<file path="src/hw/rtl/hcbp_pkg.sv">
// Shared types and constants for the Huffman code bit packer.
// No dependencies; imported by the top level and by hcbp_front, hcbp_fifo and hcbp_back.
package hcbp_pkg;

	localparam int BYTE_W   = 8;
	localparam int SYM_W    = 8;
	localparam int CODE_W   = 32;
	localparam int LEN_W    = 6;
	localparam int CMD_W    = 2;
	localparam int NUM_SYMS = 256;
	localparam int ENTRY_W  = CODE_W + LEN_W;
	// pending byte plus a code shifted by up to seven places
	localparam int ACC_W    = CODE_W + BYTE_W;

	typedef enum logic [CMD_W-1:0] {
		CMD_LOAD   = 2'd0,
		CMD_ENCODE = 2'd1,
		CMD_FLUSH  = 2'd2
	} cmd_t;

	typedef enum logic [1:0] {
		OP_ENCODE = 2'd0,
		OP_ABSENT = 2'd1,
		OP_FLUSH  = 2'd2
	} op_t;

	typedef enum logic {
		BK_IDLE = 1'b0,
		BK_EMIT = 1'b1
	} bk_state_t;

	// work item handed from front to back
	typedef struct packed {
		op_t               op;
		logic [LEN_W-1:0]  len;
		logic [CODE_W-1:0] bits;
	} work_t;

endpackage

</file>
<file path="src/hw/rtl/hcbp_fifo.sv">
// Two-entry queue between front and back.
// Depends on hcbp_pkg.
module hcbp_fifo (
	input  logic            clk,
	input  logic            arst_n,
	input  logic            push,
	input  hcbp_pkg::work_t push_item,
	output logic            full,
	input  logic            pop,
	output logic            not_empty,
	output hcbp_pkg::work_t head
);
	import hcbp_pkg::*;

	work_t      slot_q [2];
	logic       wp_q, rp_q;
	logic [1:0] cnt_q;

	assign full      = (cnt_q == 2'd2);
	assign not_empty = (cnt_q != 2'd0);
	assign head      = slot_q[rp_q];

	always_ff @(posedge clk) begin
		if (push) begin
			slot_q[wp_q] <= push_item;
		end
	end

	always_ff @(posedge clk or negedge arst_n) begin
		if (!arst_n) begin
			wp_q  <= 1'b0;
			rp_q  <= 1'b0;
			cnt_q <= 2'd0;
		end else begin
			if (push) begin
				wp_q <= !wp_q;
			end
			if (pop) begin
				rp_q <= !rp_q;
			end
			if (push && !pop) begin
				cnt_q <= cnt_q + 2'd1;
			end else if (pop && !push) begin
				cnt_q <= cnt_q - 2'd1;
			end
		end
	end
endmodule

</file>
<file path="config.mk">
export PLATFORM = sky130hd
export DESIGN_NAME = hcbp_fifo
export DESIGN_NICKNAME = d
export VERILOG_FILES = /design/src/hw/rtl/hcbp_pkg.sv /design/src/hw/rtl/hcbp_fifo.sv
export SDC_FILE = /design/constraint.sdc
export NUM_CORES = 1
export LEC_CHECK = 0
export BUFFER_PORTS_ARGS = -buffer_cell sky130_fd_sc_hd__buf_4
export CAP_MARGIN = 30
export CORE_MARGIN = 1.5
export CORE_UTILIZATION = 30
export CTS_CLUSTER_SIZE = 28
export DETAILED_ROUTE_END_ITERATION = 12
export PLACE_DENSITY = 0.54
export REMOVE_ABC_BUFFERS = 1
export SLEW_MARGIN = 20
export SYNTH_ARGS = -nofsm -noshare
export SYNTH_HDL_FRONTEND = slang
export SYNTH_SLANG_ARGS = --single-unit
</file>
<file path="constraint.sdc">
create_clock -name clk -period 3.3 [get_ports clk]
set_clock_uncertainty 0.2 [all_clocks]
set_input_delay 0.66 -clock clk [delete_from_list [all_inputs] [get_ports clk]]
set_output_delay 0.66 -clock clk [all_outputs]
set_load 0.005 [all_outputs]
</file>
### Word level (Yosys, flattened, before mapping)

Memory sizes are Yosys's and may differ from the RTL's.
Cells that the tools add are included.

| word-level totals | value |
|---|---|
| flip-flop bits (word level) | 4 |
| memory bits (writable) | 80 |
| word-level logic and storage cells | 19 |
| memories kept | 1 |

| cells by class | value |
|---|---|
| add/sub/neg operators | 2 |
| equality and inequality tests | 1 |
| multiplexer cells | 4 |
| reductions and logical operators | 8 |

Memories:

| memory | words | bits a word | rd ports | clocked after memory_dff | write ports | line | source |
|---|---|---|---|---|---|---|---|
| slot_q | 2 | 40 | 1 | 0 | 1 | hcbp_fifo.sv:15 | `work_t slot_q [2];` |

Operators by type and width:

| cell | number |
|---|---|
| zero test 1 bit | 4 |
| 2-to-1 mux 2 bit | 2 |
| nonzero test 2 bit | 2 |
| adder 2 x 1 -> 2 bit (second input constant) | 1 |
| == test 2 bit (second input constant) | 1 |
| logical AND 1 bit | 2 |
| 2-to-1 mux 1 bit | 2 |
| subtractor 2 x 1 -> 2 bit (second input constant) | 1 |

### Logic depth before layout (Yosys ltp)

Gate-level depths: netlist of run 1.

| logic depth | value |
|---|---|
| depth in word-level cells | 4 |
| depth in mapped cells | 5 |

### Worst setup path before layout of run 1

No wires, ideal clock.

| timing | value |
|---|---|
| kind | input -> register |
| start point | input push |
| end point | memory slot_q[0][0] (netlist bit), enable pin |
| data arrival time | 2449 ps |
| data required time | 2658 ps |
| path slack | 209 ps |
| stages on the path | 1 |
| buffers on the path | 0 |
| cell sequence | nor2b_1 |

| on the way | value |
|---|---|
| longest elaborated chain between the ends | 2 |

RTL lines:

| element | line | source |
|---|---|---|
| start, declared | hcbp_fifo.sv:6 | `input logic push,` |
| 2-to-1 mux 1 bit | hcbp_fifo.sv:24 | `if (push) begin` |
| 2-to-1 mux 1 bit (not written as such) | hcbp_fifo.sv:25 | `slot_q[wp_q] <= push_item;` |
| end, declared | hcbp_fifo.sv:15 |  |

No other way between the ends.

==> results of run 1 <==
[timing repair]
action	CTS	global route
hold endpoints to repair	4	0
hold buffers	1	0
buffers inserted	0	0
[sequential cells by signal (all words and copies together), names as in the netlist]
signal / count
cnt_q: 2
rp_q: 1
slot_q: 80
wp_q: 1
[layer usage]
layer  global-route usage  part of all wire  vias to the layer above
met5                    0                 0                        -
met4               0.0451             0.013                        0
met2                0.155              0.47                       56
met1                0.126              0.44                      793
met3               0.0448             0.079                        9
li1                     -                 -                      734
[path summary, 6_finish.rpt]
| path | end | cells after the start | slack [ps] | start |
|---|---|---|---|---|
| worst max-delay path | head[32] | 3 | 670 | rp_q$_DFFE_PN0P_ |
| worst min-delay path | slot_q[0][18]$_DFFE_PP_ | 1 | 290 | push_item[18] |
| worst max register to register | slot_q[1][23]$_DFFE_PP_ | 2 | 1500 | wp_q$_DFFE_PN0P_ |
| worst min register to register | cnt_q[1]$_DFFE_PN0P_ | 1 | 290 | cnt_q[1]$_DFFE_PN0P_ |
| max in group asynchronous | rp_q$_DFFE_PN0P_ | 2 | 2340 | arst_n |
| min in group asynchronous | wp_q$_DFFE_PN0P_ | 2 | 450 | arst_n |
[per-stage QoR]
step                      instances   util  setup slack, ps
after floorplan                 136      -              209
after detailed placement        361  0.387             1020
final                           378  0.407              665
after CTS                       378  0.407              629
after global routing            378  0.407              571
after global placement          361  0.387             1020
[kinds of logic (layout without fill, tap and decap cells)]
group	after synthesis	count (layout)
and+or+nand+nor	5	5
buffers and inverters	6	107
muxes	40	40
DFF	84	84
xor gates and xnor gates	5	5
adders and majority gates	1	1
[cells in the mapped netlist]
master | n | area share
and2_1 | 1 | 0.0019
buf_12 | 4 | 0.024
buf_6 | 1 | 0.0034
dfrtp_1 | 4 | 0.031
edfxtp_1 | 80 | 0.73
ha_1 | 1 | 0.0038
inv_1 | 1 | 0.0011
mux2_2 | 1 | 0.0034
mux2_4 | 39 | 0.18
nor2_1 | 1 | 0.0011
nor2b_1 | 2 | 0.0038
or2_2 | 1 | 0.0019
xnor2_1 | 1 | 0.0027
xor2_1 | 4 | 0.011
[cell type report]
type	instances	area (um2)	share of cell area
Sequential cell	84	2500	0.588
Multi-Input combinational cell	51	691	0.162
Timing Repair Buffer	90	691	0.162
Tap cell	136	170	0.0400
Clock buffer	9	124	0.0291
Clock inverter	7	73.8	0.0173
Inverter	1	3.75	0.000882
[critical path, stage by stage, from the launching register on]
cell and delay, ps:
dfrtp_2 630, buf_12 290, mux2_4 340, buf_4 140
[power groups by stage]
stage	logic, mW	registers (mW)	clock network (mW)
floorplan	0.581	1.60	0
global placement	1.13	1.55	0
detailed placement	1.13	1.55	0
CTS	1.14	1.53	0.751
global route	1.19	1.55	0.796
finish	1.11	1.52	0.722
==> metrics, run 1 <==
status=finished clean; gpl congestion=0.638; fill count=just under 1000; Max-slew headroom=0.613; Adder-Cell Fraction of Synth Area=0.00382; Antenna Cells=0; Compound-Gate Fraction of Synth Area=0; sequential share of the synthesized area=0.763; clk buf depth=2; total wire length=5660 um; layout cells sized above 1=0.616; Tot Pwr=3.35 mW; Core ar.=~0.010 mm2; combinational power share=0.330; grt ovf=0; initial antenna violation count=0; design area=0.00426 mm2; synthesis-stage register bit count=between 80 and 90; Starting Density=0.313; vias after detailed routing=1592; Peak VDD IR=approximately 0.31 mV; Post-Synth XOR/XNOR Area=0.0134; buffers added on ports=85; P_sw=~0.9 mW; die area=0.0116 mm2; vias per cell=around 4.2; max_cap viols=0; DP Area=~0.004 mm2; Setup crit start kind=register; max frequency=380 MHz; drt pass-1 iters=4; Layout Nets=282; largest net degree at the start of global routing=41; CTS root buffer=clkbuf_8; Routed Antenna Nets=0; Setup TNS Final=0 ps; Max FO, Critical Path=29; Final Hold Fails=0; clock sink count=84; Sequential Power Share=0.455; Resized Gates After CTS=0; RSZ-0062 raised after global routing=no; final setup violating endpoints=0; Synth Area per Inst=23.3 um2; boundary pin count=86; crit end category=output port; clock power share=0.215; Hold Slack=287 ps; Hold Path Class=input port to register; switch share=0.265; vias in the first global route=1557; DRC viols=0; post-synth cell types=14; first-pass GRT wire length=8380 um; Yosys Warn Count=0; clock buffer count from CTS=9; Worst-Skew Late Latency=~340 ps; synthesized cell area=0.00328 mm2; Pwr Density=787 mW/mm2; clock transition at the registers of the reported paths=90 ps; post-synthesis mux area share=0.182; LEAKAGE=~1.7 nW; Setup Crit Path Kind=register to output port; Slew Limit Fails=0; Syn Inst Count=141; Cell Int Power=2.46 mW; die span in x=between 100 and 150 um; drt wl/cell=15.0 um; Site Rows=37; CTS tree=yes; GRT Util Overall=0.102; final period utilization=0.798; Chip Height=108 um; commonest non-fill, non-tap cell in the layout=buf_4; Layout area overhead=29.8%; Slew @ Worst Pin=between 500 and 600 ps; CP required=2440 ps; Worst EP arrival=about 1800 ps; drt first-iter violations=64; Final HPWL DP=3800 um; crit path time final=~2600 ps; most frequent cells in the layout=buf_4 (88), edfxtp_1 (80), mux2_4 (39); htree depth=3; simple-gate share of the synthesized area=0.00878; largest family of logic cells by synthesized area=multiplexers
Power figures use the tool's default switching activity.
==> inputs of run 2 (changes only) <==
clock period = 2.5 ns   (was 3.3 ns; I/O delays follow)
==> metrics, run 2 (synthesis gave the netlist of run 1 again) <==
Layout area overhead=30.0%; max frequency=424 MHz; Max-slew headroom=0.729 (+0.116); clock buffer count from CTS=9 (unchanged); Max Used Layer=met4; CTS root buffer=clkbuf_8; design area=0.00426 mm2 (+0.12%); largest net degree at the start of global routing=29 (-29%); GRT Util Overall=0.0986 (-0.00341); drt wl/cell=14.5 um (-2.9%); grt ovf=0 (unchanged); total wire length=5520 um (-2.4%); combinational power share=0.335 (+0.005); clock power share=0.204 (-0.011); Setup crit start kind=register; final setup margin=141 ps (-525 ps); vias after detailed routing=1549 (-2.7%); layout cells sized above 1=0.607 (-0.00915); Chip Height=108 um (unchanged); top flop regs=slot_q x80, cnt_q x2; DR WL met3=402 um (-9.7%); Setup TNS Final=0 ps (unchanged); met2 wire length=2610 um (-2.1%); Layout Nets=284 (+0.71%); Peak VDD IR=0.366 mV (+19%); crit path time final=2360 ps; boundary pin count=86 (unchanged); Pwr Density=1030 mW/mm2 (+31%); commonest non-fill, non-tap cell in the layout=buf_4; vias in the first global route=1618 (+3.9%); Slew Limit Fails=0 (unchanged); pre-CTS WS=379 ps (-642 ps); initial antenna violation count=0 (unchanged); LEAKAGE=1.71 nW (-0.20%); Max FO, Critical Path=14 (-52%); multi-input logic area=691 um2 (unchanged); Antenna Cells=0 (unchanged); Reg area=0.00251 mm2 (about the same); status=finished clean; Sequential Power Share=0.460 (+0.005); DP Area=0.00406 mm2 (+0.37%); Hold Path Class=input port to register; Tot Pwr=4.39 mW (+31%); WL met1=2470 um (-0.24%); buffers added on ports=85 (unchanged); Worst-Skew Late Latency=330 ps (about the same); clock transition at the registers of the reported paths=80 ps (about the same); drt first-iter violations=53 (-17%); most frequent cells in the layout=buf_4 (90), edfxtp_1 (80), mux2_4 (39); drt pass-1 iters=4 (unchanged); final period utilization=0.944; Setup Crit Path Kind=register to output port; Routed Antenna Nets=0 (unchanged); fill count=960 (-3.4%); Site Rows=37 (unchanged); final setup violating endpoints=0 (unchanged); Worst EP arrival=1660 ps (-110 ps); max_cap viols=0 (unchanged); CP required=1800 ps (-640 ps); die area=0.0116 mm2 (unchanged); Final HPWL DP=3810 um (+0.36%); crit end category=output port; die span in x=108 um (unchanged); DRC viols=0 (unchanged); clk buf depth=2 (unchanged); # Post-CTS Setup Buffers=0 (unchanged); clock sink count=84 (unchanged); P_sw=1.13 mW (+27%); gpl congestion=0.692 (+8.4%); Slew @ Worst Pin=406 ps (-174 ps); CTS tree=yes; first-pass GRT wire length=8260 um (-1.5%); Starting Density=0.313 (unchanged); Cell Int Power=3.26 mW (+33%); vias per cell=4.08 (-3.2%); Biggest register=slot_q; max FFs per register=80 (unchanged); htree depth=3 (unchanged); Core ar.=0.0105 mm2 (unchanged); switch share=0.257 (-0.00799); RSZ-0062 raised after global routing=no; Final Hold Fails=0 (unchanged)
[run 2: cell count changes in the layout (fill, tap and decap cells not counted), sizes merged]
cell,previous run,this run
buf,89,91
clkinv,3,1
clkinvlp,1,2
inv,3,1
clkbuf,9,12
[run 2: stage by stage]
stage / std cells / hold slack (ps) / util
floorplan: 136 / 4.41 / -
global route: 380 / 115 / 0.407
CTS: 380 / 120 / 0.407
finish: 380 / 144 / 0.407
global placement: 363 / 100 / 0.388
detailed placement: 363 / 99.3 / 0.388
[run 2: routing by layer]
layer / track usage / vias to the layer above
met1: 0.127 / 749
met3: 0.0327 / 6
met4: 0.0508 / 0
met5: 0 / -
met2: 0.148 / 56
li1: - / 738
[run 2: final timing paths]
path | from | endpoint | slack, ps | cells after the start
min in group asynchronous | arst_n | rp_q$_DFFE_PN0P_ | 280 | 2
min | push_item[30] | slot_q[0][30]$_DFFE_PP_ | 140 | 1
max reg2reg | wp_q$_DFFE_PN0P_ | slot_q[1][15]$_DFFE_PP_ | 990 | 2
max | rp_q$_DFFE_PN0P_ | head[4] | 140 | 3
max in group asynchronous | arst_n | rp_q$_DFFE_PN0P_ | 1700 | 2
min reg2reg | cnt_q[1]$_DFFE_PN0P_ | cnt_q[1]$_DFFE_PN0P_ | 310 | 1
[run 2: power by group through the flow]
stage               clock (mW)  combinational, mW  sequential, mW
floorplan                    0              0.767            2.11
global placement             0               1.50            2.05
detailed placement           0               1.51            2.06
CTS                      0.940               1.51            2.03
global route             0.987               1.59            2.06
finish                   0.898               1.47            2.02
[run 2: what timing repair did]
item,CTS,global route
gates resized for setup,1,0
endpoints found under the hold margin,4,0
setup endpoints to repair,9,0
hold buffers,1,0
[run 2: critical path, stage by stage, from the launching register on]
cell,delay (ps)
dfrtp_4,600
buf_4,270
mux2_4,310
buf_4,130
[run 2: final cells by class]
type | instances | share of cell area
sequential | 84 | 0.588
timing repair buffer | 92 | 0.166
inverter | 1 | 0.000881
clock buffer | 12 | 0.0317
clock inverter | 4 | 0.0117
multi-input combinational | 51 | 0.162
tap | 136 | 0.0399
