## config.mk

```make
export PLATFORM = sky130hd
export DESIGN_NAME = hcbp_back
export DESIGN_NICKNAME = d
export VERILOG_FILES = /design/src/hw/rtl/hcbp_pkg.sv /design/src/hw/rtl/hcbp_back.sv
export SDC_FILE = /design/constraint.sdc
export NUM_CORES = 1
export LEC_CHECK = 0
export BUFFER_PORTS_ARGS = -buffer_cell sky130_fd_sc_hd__buf_2
export CORE_AREA = 4 4 82 115
export DETAILED_ROUTE_END_ITERATION = 12
export DIE_AREA = 0 0 86 119
export PLACE_DENSITY = 0.85
export SLEW_MARGIN = 30
export SYNTH_ARGS = -nofsm -noshare
export SYNTH_HDL_FRONTEND = slang
export SYNTH_SLANG_ARGS = --single-unit
export TNS_END_PERCENT = 5
```

## constraint.sdc

```tcl
create_clock -name clk -period 3.3 [get_ports clk]
set_clock_uncertainty 0.2 [all_clocks]
set_input_delay 0.33 -clock clk [delete_from_list [all_inputs] [get_ports clk]]
set_output_delay 0.33 -clock clk [all_outputs]
set_load 0.02 [all_outputs]
```

## src/hw/rtl/hcbp_pkg.sv

```systemverilog
// Shared types and constants for the Huffman code bit packer.
// No dependencies; imported by the top level and by hcbp_front, hcbp_fifo and hcbp_back.
package hcbp_pkg;

	localparam int BYTE_W   = 8;
	localparam int SYM_W    = 8;
	localparam int CODE_W   = 32;
	localparam int LEN_W    = 6;
	localparam int CMD_W    = 2;
	localparam int NUM_SYMS = 256;
	localparam int ENTRY_W  = CODE_W + LEN_W;
	// pending byte plus a code shifted by up to seven places
	localparam int ACC_W    = CODE_W + BYTE_W;

	typedef enum logic [CMD_W-1:0] {
		CMD_LOAD   = 2'd0,
		CMD_ENCODE = 2'd1,
		CMD_FLUSH  = 2'd2
	} cmd_t;

	typedef enum logic [1:0] {
		OP_ENCODE = 2'd0,
		OP_ABSENT = 2'd1,
		OP_FLUSH  = 2'd2
	} op_t;

	typedef enum logic {
		BK_IDLE = 1'b0,
		BK_EMIT = 1'b1
	} bk_state_t;

	// work item handed from front to back
	typedef struct packed {
		op_t               op;
		logic [LEN_W-1:0]  len;
		logic [CODE_W-1:0] bits;
	} work_t;

endpackage

```

## src/hw/rtl/hcbp_back.sv

```systemverilog
// Back end: packs code bits into bytes and drives the output register.
// Depends on hcbp_pkg.
module hcbp_back #(
	parameter int MAX_CODE_LEN = 32
) (
	input  logic                        clk,
	input  logic                        arst_n,
	input  logic                        q_valid,
	input  hcbp_pkg::work_t             q_head,
	output logic                        pop,
	output logic                        out_valid,
	input  logic                        out_ready,
	output logic [hcbp_pkg::BYTE_W-1:0] out_byte,
	output logic                        error,
	output logic                        last
);
	import hcbp_pkg::*;

	localparam int TOT_W = $clog2(MAX_CODE_LEN + 16);
	localparam logic [TOT_W-1:0] ONE_B = TOT_W'(8);
	localparam logic [TOT_W-1:0] TWO_B = TOT_W'(16);

	bk_state_t         state_q, state_d;
	logic [ACC_W-1:0]  acc_q, acc_d, a;
	logic [TOT_W-1:0]  tot_q, tot_d, t;
	logic [BYTE_W-1:0] pb_q, pb_d, ob_q, ob_d;
	logic [2:0]        pc_q, pc_d;
	logic              ov_q, ov_d, er_q, er_d, la_q, la_d;
	logic              out_free;

	assign out_free = !ov_q || out_ready;
	assign pop      = (state_q == BK_IDLE) && q_valid && out_free;
	assign a        = ACC_W'(pb_q) | (ACC_W'(q_head.bits) << pc_q);
	assign t        = TOT_W'(pc_q) + TOT_W'(q_head.len);

	always_comb begin
		state_d = state_q;
		case (state_q)
			BK_IDLE: begin
				if (pop && q_head.op == OP_ENCODE && t >= TWO_B) begin
					state_d = BK_EMIT;
				end
			end
			BK_EMIT: begin
				if (out_free && tot_q < TWO_B) begin
					state_d = BK_IDLE;
				end
			end
			default: state_d = BK_IDLE;
		endcase
	end

	always_comb begin
		acc_d = acc_q;
		tot_d = tot_q;
		pb_d  = pb_q;
		pc_d  = pc_q;
		ov_d  = ov_q && !out_ready;
		ob_d  = ob_q;
		er_d  = er_q;
		la_d  = la_q;
		case (state_q)
			BK_IDLE: begin
				if (pop) begin
					case (q_head.op)
						OP_FLUSH: begin
							ov_d = 1'b1;
							ob_d = pb_q;
							er_d = 1'b0;
							la_d = 1'b1;
							pb_d = '0;
							pc_d = '0;
						end
						OP_ABSENT: begin
							ov_d = 1'b1;
							ob_d = '0;
							er_d = 1'b1;
							la_d = 1'b1;
						end
						OP_ENCODE: begin
							if (t >= ONE_B) begin
								ov_d  = 1'b1;
								ob_d  = a[BYTE_W-1:0];
								er_d  = 1'b0;
								la_d  = (t < TWO_B);
								acc_d = a >> BYTE_W;
								tot_d = t - ONE_B;
								if (t < TWO_B) begin
									pb_d = a[2*BYTE_W-1:BYTE_W];
									pc_d = t[2:0];
								end
							end else begin
								pb_d = a[BYTE_W-1:0];
								pc_d = t[2:0];
							end
						end
						default: ;
					endcase
				end
			end
			BK_EMIT: begin
				if (out_free) begin
					ov_d  = 1'b1;
					ob_d  = acc_q[BYTE_W-1:0];
					er_d  = 1'b0;
					la_d  = (tot_q < TWO_B);
					acc_d = acc_q >> BYTE_W;
					tot_d = tot_q - ONE_B;
					if (tot_q < TWO_B) begin
						pb_d = acc_q[2*BYTE_W-1:BYTE_W];
						pc_d = tot_q[2:0];
					end
				end
			end
			default: ;
		endcase
	end

	always_ff @(posedge clk or negedge arst_n) begin
		if (!arst_n) begin
			state_q <= BK_IDLE;
			ov_q    <= 1'b0;
			pb_q    <= '0;
			pc_q    <= '0;
		end else begin
			state_q <= state_d;
			ov_q    <= ov_d;
			pb_q    <= pb_d;
			pc_q    <= pc_d;
		end
	end

	always_ff @(posedge clk) begin
		acc_q <= acc_d;
		tot_q <= tot_d;
		ob_q  <= ob_d;
		er_q  <= er_d;
		la_q  <= la_d;
	end

	assign out_valid = ov_q;
	assign out_byte  = ob_q;
	assign error     = er_q;
	assign last      = la_q;
endmodule

```

=== Yosys cells after proc, flatten, opt, wreduce, memory -nomap -nowiden ===
Cells that the tools add are included.

* Flip-flop bits (word level): 69
* Input port bits: 44

* Add/subtract/negate cells: 3
* Order comparisons: 4
* Equality and inequality tests: 12
* Shifts and indexed selects: 1
* Multiplexer cells: 47
* Bitwise operators: 2
* Reductions and logical operators: 15

{| class="wikitable"
|+ Operators by type and width
! kind !! count
|-
| 40-bit two-way mux || 4
|-
| 40-bit one-hot mux with 2 select lines || 1
|-
| 8-bit two-way mux || 8
|-
| 8-bit one-hot mux with 2 select lines || 3
|-
| 8-bit by 40-bit bitwise OR with 40-bit output || 1
|-
| 32-bit by 3-bit << shifter with 40-bit output || 1
|-
| 6-bit two-way mux || 4
|-
| 8-bit one-hot mux with 3 select lines || 1
|-
| 3-bit two-way mux || 5
|-
| 6-bit by 5-bit less-than comparator with 1-bit output (second input constant) || 2
|-
| 1-bit one-hot mux with 2 select lines || 6
|-
| 3-bit one-hot mux with 2 select lines || 2
|-
| 6-bit one-hot mux with 2 select lines || 1
|-
| 4-bit AND reduction || 3
|-
| 6-bit by 4-bit subtractor with 6-bit output (second input constant) || 2
|-
| 1-bit two-way mux || 11
|-
| 2-bit by 1-bit inequality test with 1-bit output (second input constant) || 4
|-
| 3-bit by 6-bit adder with 6-bit output || 1
|-
| 6-bit by 4-bit >= comparator with 1-bit output (second input constant) || 1
|-
| 6-bit by 5-bit >= comparator with 1-bit output (second input constant) || 1
|-
| 1-bit logical AND || 6
|-
| 3-bit by 2-bit inequality test with 1-bit output (second input constant) || 2
|-
| 5-bit AND reduction || 1
|-
| 4-bit by 1-bit inequality test with 1-bit output (second input constant) || 1
|-
| 11 further kinds || 12
|}

=== Logic depth before layout (Yosys ltp) ===
Gate-level depths: netlist (run 1).

* Word-level depth: 7
* Mapped depth: 12

=== Least setup slack after synthesis (run 1) ===
OpenSTA, ideal clock, no wires.

* Kind: register to register
* Start: register pc_q[0]
* End: register acc_q[0] (enable)
* Library setup time: 0.393 ns
* Arrival: 2.954 ns
* Setup slack: -0.247 ns
* Cell stages (with the launch flop): 10
* Period minus slack after synthesis: 3.547 ns
* Cells stage by stage: dfrtp_1 > ha_1 > fa_1 > a21oi_2 > nor2b_1 > xnor2_1 > ha_1 > nand3_2 > a21oi_1 > o21a_1

* Cells in the longest elaborated chain, start to end: 4

{| class="wikitable"
|+ RTL lines
! element !! line !! RTL
|-
| start, declared || hcbp_back.sv:27 || <nowiki>logic [2:0] pc_q, pc_d;</nowiki>
|-
| start signal, assigned || hcbp_back.sv:129 || <nowiki>pc_q <= pc_d;</nowiki>
|-
| 3-bit by 6-bit adder with 6-bit output || hcbp_back.sv:34 || <nowiki>assign t = TOT_W'(pc_q) + TOT_W'(q_head.len);</nowiki>
|-
| 6-bit by 4-bit >= comparator with 1-bit output || hcbp_back.sv:81 || <nowiki>if (t >= ONE_B) begin</nowiki>
|-
| 2-bit by 1-bit inequality test with 1-bit output (no source line) || n/a ||
|-
| 4-bit AND reduction (no source line) || n/a ||
|-
| end signal, assigned || hcbp_back.sv:134 || <nowiki>acc_q <= acc_d;</nowiki>
|-
| end, declared || hcbp_back.sv:24 || <nowiki>logic [ACC_W-1:0] acc_q, acc_d, a;</nowiki>
|}

No other way between the ends.
A chain may end at the register's enable or synchronous reset.

=== Worst setup path in the final report (run 1) ===
* Start: register pc_q[0]
* End: register pb_q[7]

* Cells in the longest elaborated chain, start to end: 7
* Elaborated cells between the ends (all ways): 12
* Those cells by class: add/sub: 1; order compare: 2; eq/ne: 1; shift: 1; mux: 5; bitwise: 1; reduce/logical: 1

{| class="wikitable"
|+ RTL lines
! element !! line !! RTL
|-
| parallel branches: the longest is 7 deep, another holds 3-bit by 6-bit adder with 6-bit output || n/a ||
|-
| end signal, assigned || hcbp_back.sv:128 || <nowiki>pb_q <= pb_d;</nowiki>
|-
| end, declared || hcbp_back.sv:26 || <nowiki>logic [BYTE_W-1:0] pb_q, pb_d, ob_q, ob_d;</nowiki>
|}

Parallel ways; which one is timed is not known. The select of a mux whose other input is x is not followed.

==> results.cfg, run 1 <==
[final_layout]
n_fill_cell = 735
seq_area_mm2 = 0.00174
final_stage_net_count = 536
final_layout_size_suffix_gt1_share_pct = 24.0
layout-area-overhead-vs-synth_pct = 16.8
multi_input_comb_area_mm2 = 0.00244
fin_cells = 592
diodes = 0
post-route-cell-area_mm2 = 0.00510

[clock_tree]
cts_buffers = 9
ctsHtreeMaxLevel = 3
clk_pin_slew_worst_paths_ns = 0.05
clkSinkCount = 60
cts_resized = 0
clockBufferDepth = 2
cts_tree = yes
cts-root-buf = clkbuf_16
post-cts-setup-buffers = 0
clk_latency_ns = 0.33

[placement]
place.detailed.instances = 575
globalplace.congestion = 0.946
io_buffers = 55
detailed_place.area_mm2 = 0.00473
dpl.hpwl_mm = 8.78

[global_routing]
grt_util_met2_pct = 42.8
antenna_found_initial = 0
busiest_grt_layer = met2
global_route.overflow_total = 0
global_route.usage.met3_pct = 4.78
grt_start_max_net_pins = 50
globalRouteMet1Util_pct = 24.0
grt_pass1_wl_mm = 18.4
globalRouteTotalUtil_pct = 23.4
number_of_global_route_vias_before_repair = 3750

[logic_synthesis]
netlist.top_cell.by_area = edfxtp_1
synth_flop_cell = edfxtp_1
syn_area_mm2 = 0.00437
synthTopCellsByArea = edfxtp_1, mux2i_1, dfrtp_1, mux2_2, nand2_1
synthCells = 434
synth_edf_count = 47
post-synth-top-area-fraction_pct = 32.3
synth_fp_nets = 488
postSynth.asyncResetShare_pct = 21.7
synth.yosys.warnings = 0
synth_seq_cells = 60
synth_area_per_cell_um2 = 10.1
synth-seq-area-share_pct = 39.7
yosysUniqueCellTypes = 62

[worst_setup_path]
critical_path.startpoint = pc_q[0]
criticalPathCategory = reg -> reg
kind_of_start_point_of_the_critical_path = flip-flop
endpoint_kind = flip-flop
timing.critical_path.fanout_max = 7
critPathArrivalTime_ns = 3.18
regToRegStartpoint = pc_q[0]
crit_required_ns = 3.34

[detailed_routing]
detailroute.via_count = 3700
drt_iter0_markers = 377
route.detailed.vias_per_inst = 6.25
routed_wirelength_mm = 11.8
final_antenna_net_count = 0
routedWlPerCell_um = 19.9
detailedRoute.firstPassIterationCount = 5
drc = 0

[sta]
grt_setup_unrepaired = false
max_slew_margin_pct = 60.9
number_of_hold_slack_violations_in_the_final_timing_report = 0
min_period_over_period_pct = 95.0
finalSetupTns_ns = 0
tightestPinTransition_ns = 0.586
final.min_clock_period_ns = 3.14
final-setup-viol-count = 0
fmax_mhz = 319
finalMaxSlewViolations = 0

[min_path]
hold_path.startpoint = q_valid
hold_path_class = in -> reg

[floorplan]
rows = 40
start_util_pct = 51.7
die_area_mm2 = 0.0102
num_io_pins = 56
floorplan.die.height_um = 119
die-width_um = 86
floorplan.core_area_mm2 = 0.00846

[pwr]
worst_ir_drop_vdd_uv = 507
power_dens_cells_mw_per_mm2 = 999
static-leakage-power_nw = 2.05

[job]
drv.max_cap_violation_count = 0

[run_status]
run_status = finished, final reports clean
## cell usage in the layout (no fill, tap or decap), types with 5 or more instances in the layout
master / Yosys / layout
inv_1: 14 / 14
buf_4: 2 / 10
dfrtp_1: 13 / 11
a21oi_1: 25 / 25
mux2_2: 16 / 16
a211oi_1: 5 / 5
mux2i_1: 43 / 43
clkbuf_16: 0 / 9
edfxtp_1: 47 / 47
o21a_1: 8 / 7
buf_2: 6 / 55
nand3_1: 10 / 10
ha_1: 9 / 9
o21ai_0: 30 / 30
mux4_2: 6 / 6
o211ai_1: 5 / 5
nand2_1: 48 / 48
nor2_1: 30 / 30
nor2b_1: 8 / 8
and3_1: 6 / 6
## critical path: stages (launching register included)
cell and delay [ns]:
dfrtp_1 0.38, ha_1 0.24, fa_1 0.43, a21oi_2 0.25, nor2b_1 0.09, xnor2_1 0.20, ha_1 0.21, and3_1 0.24
nor3_2 0.12, or4_1 0.48, a41oi_1 0.21
## registers in the layout, summed over array words and instances, names as in the netlist
register   cells
state_q        1
acc_q         31
out_valid      1
out_byte       8
last           1
pb_q           8
pc_q           3
error          1
tot_q          6
## timing repair
item | in CTS | in global routing
hold buffers | 1 | 0
hold endpoints to repair | 13 | 0
setup endpoints to repair | 0 | 0
## where the power goes
group	total [mW]	internal (mW)	switching, mW
sequential	1.50	1.32	0.181
clock	1.12	0.780	0.337
combinational	2.49	0.980	1.51
## synth_stat cells, types with 4 or more instances
master     n
nor2b_1    8
nor3_1     4
or4_1      4
mux2_2    16
o32ai_1    4
and3_1     6
clkbuf_1  14
nand2_1   48
a21oi_1   25
o21ai_0   30
dfrtp_1   13
buf_1      6
nand3_1   10
a21o_1     4
o31ai_1    4
edfxtp_1  47
nor2_1    30
mux2i_1   43
ha_1       9
a211oi_1   5
buf_2      6
mux4_2     6
o21a_1     8
inv_1     14
and2_1     4
o211ai_1   5
## through the flow
step	util (%)	hold WS (ns)	power (mW)	worst slack [ns]
final	60.4	0.154	5.10	0.165
after detailed placement	56.0	0.0603	3.96	0.144
after global routing	60.4	0.154	5.39	0.000659
after floorplan	-	-0.166	3.31	0.0890
after CTS	60.4	0.135	5.09	0.199
after global placement	56.0	0.0573	3.88	0.210
## metal layers
layer,vias up,routed length (um)
li1,1739,-
met1,1754,4100
met2,165,6360
met3,42,691
met4,0,604
met5,-,0
## path summary, 6_finish.rpt
| check | cells after the start | slack, ns | end |
|---|---|---|---|
| setup / recovery | 10 | 0.16 | pb_q[7] |
| hold / removal | 3 | 0.15 | out_valid |
| setup reg to reg | 10 | 0.16 | pb_q[7] |
| hold reg to reg | 2 | 0.32 | out_byte[0] |
| max in group asynchronous | 2 | 2.36 | state_q |
| min in group asynchronous | 2 | 0.26 | pc_q[0] |
## cells by family after synthesis
group                      Yosys count  synth area share [%]
AOI/OAI and AO/OA                  117                  18.1
xor gates and xnor gates             5                  1.17
adders and majority gates           10                  3.03
buffers and inverters               44                  4.46
DFF                                 60                  39.7
muxes                               71                  19.6
and+or+nand+nor                    127                  13.9
## final cells by class
cell class | instances | area share [%]
Timing Repair Buffer | 67 | 7.45
Clock buffer | 11 | 4.95
Clock inverter | 5 | 2.11
Inverter | 14 | 1.03
Sequential cell | 60 | 34.1
Multi-Input combinational cell | 330 | 47.8
Tap cell | 105 | 2.57
(Power assumes the default switching activity.)
==> run 2: changes to the inputs <==
--- a/config.mk
+++ b/config.mk
@@ -10,6 +10,7 @@
 export DETAILED_ROUTE_END_ITERATION = 12
 export DIE_AREA = 0 0 86 119
 export PLACE_DENSITY = 0.85
+export REMOVE_ABC_BUFFERS = 1
 export SLEW_MARGIN = 30
 export SYNTH_ARGS = -nofsm -noshare
 export SYNTH_HDL_FRONTEND = slang
==> run 2 against run 1 <==
  * Sequential power decreased by 3%
  * Wire length decreased by 1.4%
  * Maximum frequency decreased by 1.5%
  * Setup slack got worse by 0.047 ns
  * Hold slack got worse by 0.017 ns
  * Register-to-register slack got worse by 0.05 ns
  * Non-clock buffer count decreased by 1
  * First-iteration DRC count increased by 28%
  * Sequential share of layout area increased by 0.075 points
  * Clock power about the same
  * Count of clock-buffer cells in the layout decreased by 1
  * Critical path type unchanged
==> results.cfg, run 2 (synthesis results as in run 1) <==
[clock_tree]
clk_pin_slew_worst_paths_ns = 0.05
cts_tree = yes
clk_latency_ns = 0.34
cts_buffers = 9
clkSinkCount = 60
clockBufferDepth = 2
ctsHtreeMaxLevel = 3
cts-root-buf = clkbuf_16

[final_layout]
layout-area-overhead-vs-synth_pct = 16.5
largest_register_ffs = 31
layout.cells.most_common_list = buf_2, nand2_1, edfxtp_1
registers.top_by_ff_count = acc_q
final_layout_size_suffix_gt1_share_pct = 23.7
diodes = 0
post-route-cell-area_mm2 = 0.00509
final_stage_net_count = 535
layout_commonest_cell = buf_2

[worst_setup_path]
endpoint_kind = flip-flop
cp_num_buf_inv = 0
worst_path_largest_cell_delay_ns = 0.50
reg2reg_to = pb_q[7]
timing.critical_path.fanout_max = 7
regToRegStartpoint = pc_q[0]
crit_path_frequent_cell = ha_1
cp-endpoint = pb_q[7]
crit_required_ns = 3.34
critical-path-top-delay-family = simple AND/OR/NAND/NOR gates
critical_path.cell_chain = ha_1, fa_1, a21oi_4, nor2b_1, xnor2_1, ha_1, and3_1, nor3_2, or4_1, a41oi_1
r2r_cells = 10
kind_of_start_point_of_the_critical_path = flip-flop
criticalPathCategory = reg -> reg
critical_path.startpoint = pc_q[0]
reg2reg_setup_slack_ns = 0.12
highest_delay_cell_along_the_critical_path = or4_1
worst_path_depth = 10
critPathArrivalTime_ns = 3.22

[min_path]
hold_path.startpoint = q_valid
hold_path_class = in -> reg
count_of_cells_along_the_worst_hold_path = 3

[floorplan]
start_util_pct = 51.7
die-width_um = 86
num_io_pins = 56
die_area_mm2 = 0.0102
floorplan.die.height_um = 119
floorplan.core_area_mm2 = 0.00846
rows = 40

[sta]
hold-worst-slack_ns = 0.137
final-setup-viol-count = 0
finalMaxSlewViolations = 0
finalSetupTns_ns = 0
min_period_over_period_pct = 96.4
max_slew_margin_pct = 56.7
fmax_mhz = 314
final.min_clock_period_ns = 3.18
grt_setup_unrepaired = false
tightestPinTransition_ns = 0.649
number_of_hold_slack_violations_in_the_final_timing_report = 0

[pwr]
switching_share_pct = 39.7
worst_ir_drop_vdd_uv = 470
p_int_mw = 3.05
net_switching_power_mw = 2.01
p_seq_share_pct = 28.9
static-leakage-power_nw = 2.04
logic_gate_share_of_total_power_pct = 49.4
share_clk_of_total_power_pct = 21.7
power_dens_cells_mw_per_mm2 = 994

[run_status]
run_status = finished, final reports clean

[global_routing]
global_route.usage.met3_pct = 3.67
grt_pass1_wl_mm = 18.4
number_of_global_route_vias_before_repair = 3789
grt_util_met2_pct = 40.9
antenna_found_initial = 0
globalRouteTotalUtil_pct = 23.3
grt_start_max_net_pins = 71
global_route.overflow_total = 0
busiest_grt_layer = met2
globalRouteMet1Util_pct = 25.1

[detailed_routing]
detailroute.via_count = 3830
route.detailed.vias_per_inst = 6.48
drt_iter0_markers = 483
routedWlPerCell_um = 19.6
routed_wirelength_mm = 11.6
drc = 0
final_antenna_net_count = 0
detailedRoute.firstPassIterationCount = 5

[placement]
dpl.hpwl_mm = 8.28
detailed_place.area_mm2 = 0.00473
io_buffers = 55
globalplace.congestion = 0.927

[job]
drv.max_cap_violation_count = 0
## run 2: cell count changes in the layout (fill, tap and decap cells not counted), sizes merged
| cell | delta |
|---|---|
| clkbuf | -1 |
| clkinvlp | +1 |
| buf | -1 |
## run 2: worst register-to-register path, delay by kind of cell, from the launching register on
family,cells,cell delay [ns]
flip-flops,1,0.39
XOR/XNOR,1,0.20
AO/OA/AOI/OAI,2,0.46
adder cells (fa/ha/maj),3,0.90
AND/OR/NAND/NOR,4,0.93
## run 2: how the worst min path moves through the flow
stage                end
2_1_floorplan  out_valid
3_3_place_gp   out_valid
5_1_grt        out_valid
6_report       out_valid
3_5_place_dp     pc_q[0]
4_1_cts        out_valid
## run 2: power by group through the flow
stage	clock (mW)	combinational, mW	sequential, mW
2_1_floorplan	0	1.47	1.75
3_3_place_gp	0	2.34	1.45
3_5_place_dp	0	2.43	1.47
4_1_cts	1.10	2.46	1.46
5_1_grt	1.14	2.72	1.50
6_report	1.10	2.50	1.46
## run 2: routing by layer
metal,vias up,part of all wire (%)
met1,1805,35
met5,-,0
met3,63,6.4
met4,0,6.2
li1,1735,-
met2,227,52
## run 2: stage by stage
stage / setup WS, ns / power, mW / instances / util, %
2_1_floorplan: -0.991 / 3.22 / 404 / -
3_3_place_gp: 0.250 / 3.80 / 574 / 55.9
3_5_place_dp: 0.122 / 3.91 / 574 / 55.9
4_1_cts: 0.162 / 5.03 / 591 / 60.1
5_1_grt: 0.00867 / 5.36 / 591 / 60.2
6_report: 0.118 / 5.06 / 591 / 60.2
## run 2: what timing repair did
item,in CTS,in global routing
setup endpoints to repair,0,1
hold buffers,1,0
gates resized for setup,0,1
hold endpoints to repair,13,0
setup buffers,0,0
## run 2: final cells by class
| cell class | instances | area (um2) |
|---|---|---|
| clock buffers | 10 | 239 |
| clock inverters | 6 | 111 |
| fillers | 673 | 3360 |
| inverters | 14 | 52.6 |
| multi-input cells | 330 | 2450 |
| flip-flops and latches | 60 | 1740 |
| well taps | 105 | 131 |
| repair buffers | 66 | 373 |
